**src/hdl/tdpc_pkg.sv**
```systemverilog
// Shared types and constants for the trial-division prime counter.
// No dependencies; imported by the controller, the datapath and the top level.
`default_nettype none
package tdpc_pkg;

  localparam int unsigned ValueW = 32;
  localparam int unsigned CountW = 32;
  // Widest divisor tried: the first odd d with d*d above 2^31-1 is 46341
  localparam int unsigned DivW   = 16;
  localparam int unsigned RemW   = DivW + 1;
  localparam int unsigned SqW    = 33;
  localparam int unsigned StepW  = 5;

  localparam logic [CountW-1:0] CountMax = '1;

  // Commands from the controller to the datapath
  typedef struct packed {
    logic load;      // capture the input transaction, divisor 3
    logic div_init;  // start a remainder for the current divisor
    logic div_step;  // one restoring step of the remainder
    logic div_next;  // move to the next odd divisor
    logic out_load;  // write the result register and the running count
    logic verdict;   // prime flag carried with out_load
  } cmd_t;

  // Status from the datapath to the controller
  typedef struct packed {
    logic fast_not;  // negative, below 2, or even and at least 4
    logic fast_prime;// 2 or 3
    logic sq_over;   // divisor squared exceeds the value
    logic step_last; // current step is the final one of the remainder
    logic rem_zero;  // remainder is zero
  } sts_t;

endpackage
`default_nettype wire

```
**src/hdl/tdpc_ctrl.sv**
```systemverilog
// Controller FSM for the prime counter: sequences trial divisions and output.
// Depends on tdpc_pkg (cmd_t, sts_t).
`default_nettype none
module tdpc_ctrl (
  input  wire logic          clk,
  input  wire logic          rst_n,
  input  wire logic          in_valid,
  output logic               in_stall,
  output logic               out_valid,
  input  wire logic          out_stall,
  input  wire tdpc_pkg::sts_t sts,
  output tdpc_pkg::cmd_t     cmd
);
  import tdpc_pkg::*;

  localparam logic [2:0] S_IDLE = 3'd0;
  localparam logic [2:0] S_TEST = 3'd1;
  localparam logic [2:0] S_DIV  = 3'd2;
  localparam logic [2:0] S_CHK  = 3'd3;
  localparam logic [2:0] S_DONE = 3'd4;

  logic [2:0] state_r, state_nxt;
  logic       verdict_r, verdict_nxt;
  logic       out_valid_r, out_valid_nxt;
  logic       out_free;

  assign out_free  = !out_valid_r || !out_stall;
  assign in_stall  = (state_r != S_IDLE);
  assign out_valid = out_valid_r;

  // Next state and commands
  always_comb begin
    state_nxt   = state_r;
    verdict_nxt = verdict_r;
    cmd         = '0;
    cmd.verdict = verdict_r;
    unique case (state_r)
      S_IDLE: begin
        if (in_valid) begin
          cmd.load  = 1'b1;
          state_nxt = S_TEST;
        end
      end
      S_TEST: begin
        priority if (sts.fast_not) begin
          verdict_nxt = 1'b0;
          state_nxt   = S_DONE;
        end else if (sts.fast_prime || sts.sq_over) begin
          verdict_nxt = 1'b1;
          state_nxt   = S_DONE;
        end else begin
          cmd.div_init = 1'b1;
          state_nxt    = S_DIV;
        end
      end
      S_DIV: begin
        cmd.div_step = 1'b1;
        if (sts.step_last) state_nxt = S_CHK;
      end
      S_CHK: begin
        if (sts.rem_zero) begin
          verdict_nxt = 1'b0;
          state_nxt   = S_DONE;
        end else begin
          cmd.div_next = 1'b1;
          state_nxt    = S_TEST;
        end
      end
      S_DONE: begin
        if (out_free) begin
          cmd.out_load = 1'b1;
          state_nxt    = S_IDLE;
        end
      end
      default: state_nxt = S_IDLE;
    endcase
  end

  assign out_valid_nxt = cmd.out_load || (out_valid_r && out_stall);

  always_ff @(posedge clk) begin
    if (!rst_n) begin
      state_r     <= S_IDLE;
      verdict_r   <= 1'b0;
      out_valid_r <= 1'b0;
    end else begin
      state_r     <= state_nxt;
      verdict_r   <= verdict_nxt;
      out_valid_r <= out_valid_nxt;
    end
  end

  // A finished result with a free output register leaves DONE at once
  a_done_drains: assert property (@(posedge clk) disable iff (!rst_n)
    (state_r == S_DONE && !out_valid_r) |=> state_r == S_IDLE)
    else $error("DONE held with a free output register");

  // A remainder always runs into the check state
  a_div_to_chk: assert property (@(posedge clk) disable iff (!rst_n)
    (state_r == S_DIV && sts.step_last) |=> state_r == S_CHK)
    else $error("remainder did not end in CHK");

endmodule
`default_nettype wire

```
**src/hdl/tdpc_dp.sv**
```systemverilog
// Datapath for the prime counter: operand, divisor, bit-serial remainder,
// running count and result register. Depends on tdpc_pkg.
`default_nettype none
module tdpc_dp (
  input  wire logic                          clk,
  input  wire logic                          rst_n,
  input  wire logic signed [31:0]            in_value,
  input  wire logic                          in_last_item,
  input  wire tdpc_pkg::cmd_t                cmd,
  output tdpc_pkg::sts_t                     sts,
  output logic                               out_is_prime,
  output logic [31:0]                        out_prime_count,
  output logic                               out_batch_end
);
  import tdpc_pkg::*;

  logic [ValueW-1:0] value_r;
  logic              last_r;
  logic [DivW-1:0]   d_r, d_nxt;
  logic [SqW-1:0]    sq_r, sq_nxt;
  logic [RemW-1:0]   rem_r, rem_nxt, rem_sh;
  logic [ValueW-1:0] shr_r, shr_nxt;
  logic [StepW-1:0]  step_r, step_nxt;
  logic [CountW-1:0] count_r, count_nxt, count_new;
  logic              lt2, lt4;

  // Quick classification of the operand
  assign lt2 = (value_r < ValueW'(2));
  assign lt4 = (value_r < ValueW'(4));
  assign sts.fast_not   = value_r[ValueW-1] || lt2 || (!lt4 && !value_r[0]);
  assign sts.fast_prime = !value_r[ValueW-1] && !lt2 && lt4;
  assign sts.sq_over    = (sq_r > {1'b0, value_r});
  assign sts.step_last  = (step_r == '1);
  assign sts.rem_zero   = (rem_r == '0);

  // Divisor and its square: (d+2)^2 = d^2 + 4d + 4
  always_comb begin
    d_nxt  = d_r;
    sq_nxt = sq_r;
    if (cmd.load) begin
      d_nxt  = DivW'(3);
      sq_nxt = SqW'(9);
    end else if (cmd.div_next) begin
      d_nxt  = d_r + DivW'(2);
      sq_nxt = sq_r + {{(SqW-DivW-2){1'b0}}, d_r, 2'b00} + SqW'(4);
    end
  end

  // Restoring remainder, one dividend bit per step
  assign rem_sh = {rem_r[RemW-2:0], shr_r[ValueW-1]};
  always_comb begin
    rem_nxt  = rem_r;
    shr_nxt  = shr_r;
    step_nxt = step_r;
    if (cmd.div_init) begin
      rem_nxt  = '0;
      shr_nxt  = value_r;
      step_nxt = '0;
    end else if (cmd.div_step) begin
      rem_nxt  = (rem_sh >= {1'b0, d_r}) ? rem_sh - {1'b0, d_r} : rem_sh;
      shr_nxt  = {shr_r[ValueW-2:0], 1'b0};
      step_nxt = step_r + StepW'(1);
    end
  end

  // Running count, saturating, cleared after the last transaction of a batch
  assign count_new = (cmd.verdict && count_r != CountMax) ? count_r + CountW'(1) : count_r;
  always_comb begin
    count_nxt = count_r;
    if (cmd.out_load) count_nxt = last_r ? '0 : count_new;
  end

  always_ff @(posedge clk) begin
    if (!rst_n) begin
      count_r <= '0;
    end else begin
      count_r <= count_nxt;
    end
  end

  always_ff @(posedge clk) begin
    if (cmd.load) begin
      value_r <= unsigned'(in_value);
      last_r  <= in_last_item;
    end
    d_r    <= d_nxt;
    sq_r   <= sq_nxt;
    rem_r  <= rem_nxt;
    shr_r  <= shr_nxt;
    step_r <= step_nxt;
    if (cmd.out_load) begin
      out_is_prime    <= cmd.verdict;
      out_prime_count <= count_new;
      out_batch_end   <= last_r;
    end
  end

  // Trial divisors are odd and at least 3
  a_div_odd: assert property (@(posedge clk) disable iff (!rst_n)
    cmd.div_step |-> (d_r[0] && d_r >= DivW'(3)))
    else $error("trial divisor not odd or below 3");

  // Partial remainder stays below the divisor
  a_rem_bound: assert property (@(posedge clk) disable iff (!rst_n)
    cmd.div_step |-> (rem_r < {1'b0, d_r}))
    else $error("partial remainder out of range");

  // Square tracks the divisor
  a_sq_track: assert property (@(posedge clk) disable iff (!rst_n)
    cmd.div_init |-> (sq_r == SqW'({16'd0, d_r} * {16'd0, d_r})))
    else $error("divisor square out of step");

endmodule
`default_nettype wire

```
**src/hdl/trial_division_prime_counter_core.sv**
```systemverilog
// Trial-division prime counter, top level.
//
// Input channel (in_valid / in_stall): one transaction per number, in_value
// (signed 32 bits) and in_last_item, which marks the end of a batch.
// Output channel (out_valid / out_stall): one transaction per input, with
// out_is_prime, out_prime_count (primes so far in the batch, this one
// included, holding at all ones) and out_batch_end (copy of in_last_item).
// The count clears after a result with out_batch_end set.
// One number is worked on at a time. Negative values, 0, 1, even values,
// 2 and 3 resolve without a division. Other values are divided by odd d
// from 3 while d*d <= value, each division on the one bit-serial remainder
// unit, so the time taken grows with the number of divisors tried.
// The result sits in an output register; in_stall drops as soon as it is
// written, so a new number is taken while a result waits under out_stall.
// A finished result waits in DONE only while the register is still full.
// Reset (rst_n low, synchronous) empties the block and zeroes the count.
// Depends on tdpc_pkg, tdpc_ctrl and tdpc_dp.
`default_nettype none
module trial_division_prime_counter_core (
  input  wire logic               clk,
  input  wire logic               rst_n,
  input  wire logic               in_valid,
  output logic                    in_stall,
  input  wire logic signed [31:0] in_value,
  input  wire logic               in_last_item,
  output logic                    out_valid,
  input  wire logic               out_stall,
  output logic                    out_is_prime,
  output logic [31:0]             out_prime_count,
  output logic                    out_batch_end
);
  import tdpc_pkg::*;

  cmd_t cmd;
  sts_t sts;

  tdpc_ctrl u_ctrl (
    .clk       (clk),
    .rst_n     (rst_n),
    .in_valid  (in_valid),
    .in_stall  (in_stall),
    .out_valid (out_valid),
    .out_stall (out_stall),
    .sts       (sts),
    .cmd       (cmd)
  );

  tdpc_dp u_dp (
    .clk             (clk),
    .rst_n           (rst_n),
    .in_value        (in_value),
    .in_last_item    (in_last_item),
    .cmd             (cmd),
    .sts             (sts),
    .out_is_prime    (out_is_prime),
    .out_prime_count (out_prime_count),
    .out_batch_end   (out_batch_end)
  );

endmodule
`default_nettype wire
```
**config.mk**
```make
export PLATFORM = sky130hd
export DESIGN_NAME = trial_division_prime_counter_core
export DESIGN_NICKNAME = d
export VERILOG_FILES = /design/src/hdl/tdpc_pkg.sv /design/src/hdl/tdpc_ctrl.sv /design/src/hdl/tdpc_dp.sv /design/src/hdl/trial_division_prime_counter_core.sv
export SDC_FILE = /design/constraint.sdc
export NUM_CORES = 1
export LEC_CHECK = 0
export CAP_MARGIN = 5
export CORE_MARGIN = 5
export CORE_UTILIZATION = 40
export CTS_CLUSTER_DIAMETER = 30
export DETAILED_ROUTE_END_ITERATION = 10
export DONT_BUFFER_PORTS = 1
export SLEW_MARGIN = 20
export SYNTH_ARGS = -nofsm -noshare
export SYNTH_HDL_FRONTEND = slang
export SYNTH_HIERARCHICAL = 1
export SYNTH_SLANG_ARGS = --single-unit
```
**constraint.sdc**
```tcl
create_clock -name clk -period 4.95 [get_ports clk]
set_input_delay 0.7425 -clock clk [delete_from_list [all_inputs] [get_ports clk]]
set_output_delay 0.7425 -clock clk [all_outputs]
set_load 0.02 [all_outputs]
```
## Yosys cells after proc, flatten, opt, wreduce, memory -nomap -nowiden

Index checks and enable logic that the tools add are counted.

| operators by class | value |
|---|---|
| add/subtract/negate cells | 6 |
| order comparisons | 4 |
| equality and inequality tests | 11 |
| muxes and demuxes | 26 |
| reductions and logical operators | 23 |

Operators with widths:

| operator | count |
|---|---|
| $mux 32 | 4 |
| $add 33x18->33 | 1 |
| $add 33x3->33 const B | 1 |
| $gt 33x32->1 | 1 |
| $add 32x1->32 const B | 1 |
| $lt 32x2->1 const B | 1 |
| $lt 32x3->1 const B | 1 |
| $ne 32x32->1 const B | 1 |
| $mux 3 | 6 |
| $ge 17x16->1 | 1 |
| $logic_not 17->1 | 1 |
| $mux 17 | 1 |
| $sub 17x16->17 | 1 |
| $add 16x2->16 const B | 1 |
| $pmux 3 s5 | 1 |
| $mux 1 | 13 |
| $eq 3x2->1 const B | 2 |
| $logic_not 1->1 | 6 |
| $ne 2x2->1 const B | 3 |
| $reduce_and 3->1 | 2 |
| $add 5x1->5 const B | 1 |
| $eq 5x5->1 const B | 1 |
| $logic_and 1x1->1 | 5 |
| $logic_or 1x1->1 | 5 |
| other kinds (8) | 9 |

| storage, ports and cells | value |
|---|---|
| flip-flop bits (word level) | 207 |
| input port bits | 37 |
| output and inout port bits | 36 |
| logic and storage cells | 84 |

## Depth between registers and ports, before layout

| logic depth | value |
|---|---|
| depth after elaboration | 9 |
| depth in mapped cells | 16 |
| depth with buffers taken out | 15 |

## Cells and area by module

The synthesis kept the hierarchy.

Modules (own cells, without submodules):

| module | times used | cells each | area an instance (um2) | seq. area each (um2) |
|---|---|---|---|---|
| tdpc_dp | 1 | 1097 | 10959.3 | 4954.8 |
| tdpc_ctrl | 1 | 34 | 300.3 | 100.1 |

## Least setup slack after synthesis

No wires, ideal clock.

| path | value |
|---|---|
| path type | reg-to-reg |
| start | register u_dp.value_r[20] |
| end | register u_dp.shr_r[0] (enable) |
| setup time | 0.387 ns |
| arrival time | 3.500 ns |
| slack | 1.063 ns |
| cell stages (with the launch flop) | 15 |
| path buffers | 1 |
| clock period less this slack | 3.887 ns |
| cells stage by stage | edfxtp_1 > inv_1 > ha_1 > a211oi_1 > o21ai_0 > o211ai_1 > a211oi_1 > a2111oi_0 > o211a_1 > a31oi_1 > or3_1 > nor3_1 > clkbuf_1 > nor2_1 > inv_1 |

RTL lines:

| item | RTL line | RTL |
|---|---|---|
| from (decl) | tdpc_dp.sv:17 | `logic [ValueW-1:0] value_r;` |
| from (signal assigned) | tdpc_dp.sv:83 | `value_r <= unsigned'(in_value);` |
| to (signal assigned) | tdpc_dp.sv:89 | `shr_r <= shr_nxt;` |
| to (decl) | tdpc_dp.sv:22 | `logic [ValueW-1:0] shr_r, shr_nxt;` |

==> run summary <==
DR WL/cell -> 16.09 um
Die X-Extent -> 177.8 um
clk sinks -> 203
CTS max path bufs -> 3
Clock Tree Root -> clkbuf_16
diode count -> 0
largest net degree at the start of global routing -> 49
relative slew slack -> 0.3087
Crit path required time -> 5.33 ns
All-Layer GR Usage -> 0.1565
most numerous cell in the Yosys netlist -> dfxtp_1
Startpoint Class -> flip-flop
Least-Margin Pin Slew -> 1.032 ns
DRC -> 0
cts hold-fix bufs -> 0
area share of the largest cell type after synthesis -> 0.2640
RSZ-0062 raised after global routing -> no
crit path DAT -> 4.21 ns
core area -> 0.02778 mm2
dominant cell type by area after synthesis -> edfxtp_1
first-pass GRT wire length -> 40700 um
Max-Cap Viols -> 0
status -> finished clean
Congestion Overflow GR -> 0
Worst-Skew Late Latency -> 0.55 ns
WS Path Type -> flip-flop to flip-flop
CTS tree -> done
hold crit path type -> input pin to flip-flop
Area after DPL -> 0.01164 mm2
Most used DFF post-synth -> dfxtp_1
peak supply drop -> 0.3652 mV
FFs w/ async S/R, synth -> 0
maximum clock rate -> 261.4 MHz
Initial DRC Count -> 463
Post-synth EDFFs -> 99
crit-path max FO -> 48
Layout Nets -> 1261
share of cells above drive strength 1 -> 0.1290
Final Max Tran Viols -> 0
Worst Setup End Kind -> flip-flop
DRT Wirelength -> 25030 um
Synthesized Nets -> 1249
Final Wtd Congestion -> 0.8619
vias per cell -> 5.400
Initial Utilization -> 0.4053
full die area -> 0.03160 mm2
Mapped Area -> 0.01126 mm2
synthesized area per cell -> 9.955 um2
Pleak -> 5.159 nW
power density cells -> 510.8 mW/mm2
Rows -> 61
Final Instance Area -> 0.01324 mm2
Worst Slack Setup Final -> 1.124 ns
final hold violations -> 0
Synth cell types -> 86
post-layout min period -> 3.826 ns
post-CTS setup repair buffer count -> 0
Antenna Nets Post-Route -> 0
ranking of synthesized cells by area -> edfxtp_1, dfxtp_1, ha_1
dpl cells -> 1476
IO Port Bufs -> 0
sequential-to-total area share from yosys stat -> 0.4489
initial antenna violation count -> 0
htree depth -> 2
Setup TNS -> 0 ns
CTS resizes -> 0
Worst Skew -> 0.04064 ns
synthesized instance count -> 1131
Die H -> 177.8 um
DRT Pass-1 Iters -> 5
CTS clk-pin slew, worst paths -> 0.05 ns
Pwr Total -> 6.762 mW
Non-Filler Instances -> 1556
dpl ws -> 1.210 ns
hold slack final -> 0.2931 ns
post-synthesis register bit count -> 203
worst reg-to-reg setup slack -> 1.12 ns
Area growth syn-to-layout -> 17.58%
Via Count -> 8402
# IOs -> 73
Tcrit/Tclk final -> 0.7729
synth warn -> 6
HPWL reported at the end of detailed placement -> 17790 um
post-layout util -> 0.4765
most frequent cells after synthesis -> dfxtp_1, edfxtp_1, nand2_1
TritonCTS Buffers -> 43
Finish-stage setup viols -> 0
vias in the first global route -> 8003
flip-flops by register name, indices dropped and copies added, names as in the netlist:
register / cells
u_dp/count_r: 32
u_dp/step_r: 5
u_dp/out_prime_count: 32
u_dp/rem_r: 17
u_ctrl/verdict_r: 1
u_dp/shr_r: 32
u_ctrl/state_r: 3
u_dp/sq_r: 30
u_dp/value_r: 32
u_dp/last_r: 1
u_ctrl/out_valid: 1
u_dp/out_batch_end: 1
u_dp/d_r: 15
u_dp/out_is_prime: 1
cell families (layout without fill, tap and decap cells):
family | count (synthesis) | count (layout) | synth area share
fa+ha+maj | 81 | 81 | 0.09134
xor+xnor | 68 | 68 | 0.05289
flops | 203 | 203 | 0.4489
compound gates | 246 | 246 | 0.1416
buf+inv | 120 | 167 | 0.04289
simple gates | 360 | 360 | 0.1716
mux | 53 | 53 | 0.05078
metal layers:
metal / part of all wire / global-route usage / vias up
li1: - / - / 4211
met1: 0.48 / 0.2133 / 3974
met2: 0.45 / 0.2491 / 179
met3: 0.051 / 0.03579 / 38
met4: 0.019 / 0.04673 / 0
met5: 0 / 0 / -
path summary, 6_finish.rpt:
kind / from / to / cells after the start
setup / recovery: u_dp/value_r[10]$_DFFE_PP_ / u_dp/rem_r[7]$_SDFFE_PP0P_ / 15
hold / removal: in_value[10] / u_dp/value_r[10]$_DFFE_PP_ / 0
setup reg to reg: u_dp/value_r[10]$_DFFE_PP_ / u_dp/rem_r[7]$_SDFFE_PP0P_ / 15
hold reg to reg: u_dp/step_r[4]$_SDFFE_PP0P_ / u_dp/step_r[4]$_SDFFE_PP0P_ / 2
worst max-delay path, stage by stage, from the launching register on:
cell	delay, ns
edfxtp_1	0.43
inv_1	0.08
ha_1	0.31
a21o_1	0.18
a21o_1	0.17
a211oi_1	0.23
o21ai_0	0.13
a21oi_1	0.21
o211a_1	0.18
a31oi_1	0.06
or3_1	0.40
nor3_2	0.14
buf_4	0.52
nor2b_1	0.25
a32oi_1	0.25
o31ai_1	0.09
layout make-up:
| cell class | count | area, um2 |
|---|---|---|
| fillers | 2595 | 14540 |
| multi-input cells | 808 | 5753 |
| flip-flops and latches | 203 | 5055 |
| clock buffers | 47 | 1111 |
| clock inverters | 33 | 486.7 |
| well taps | 378 | 473.0 |
| inverters | 78 | 292.8 |
| repair buffers | 9 | 67.56 |
cells in the final DEF, fill, tap and decap left out, types with 34 or more instances in the layout:
master,n
nand2_1,84
xnor2_1,43
ha_1,79
dfxtp_1,104
inv_1,78
edfxtp_1,99
o21ai_0,70
clkbuf_16,43
nor2_1,78
a21oi_1,60
nand3_1,34
power breakdown:
part / internal [mW] / switching [mW] / total (mW)
logic: 0.666 / 0.956 / 1.62
clock network: 2.15 / 0.966 / 3.12
registers: 1.89 / 0.127 / 2.02
total: 4.71 / 2.05 / 6.76
Power figures use the tool's default switching activity.
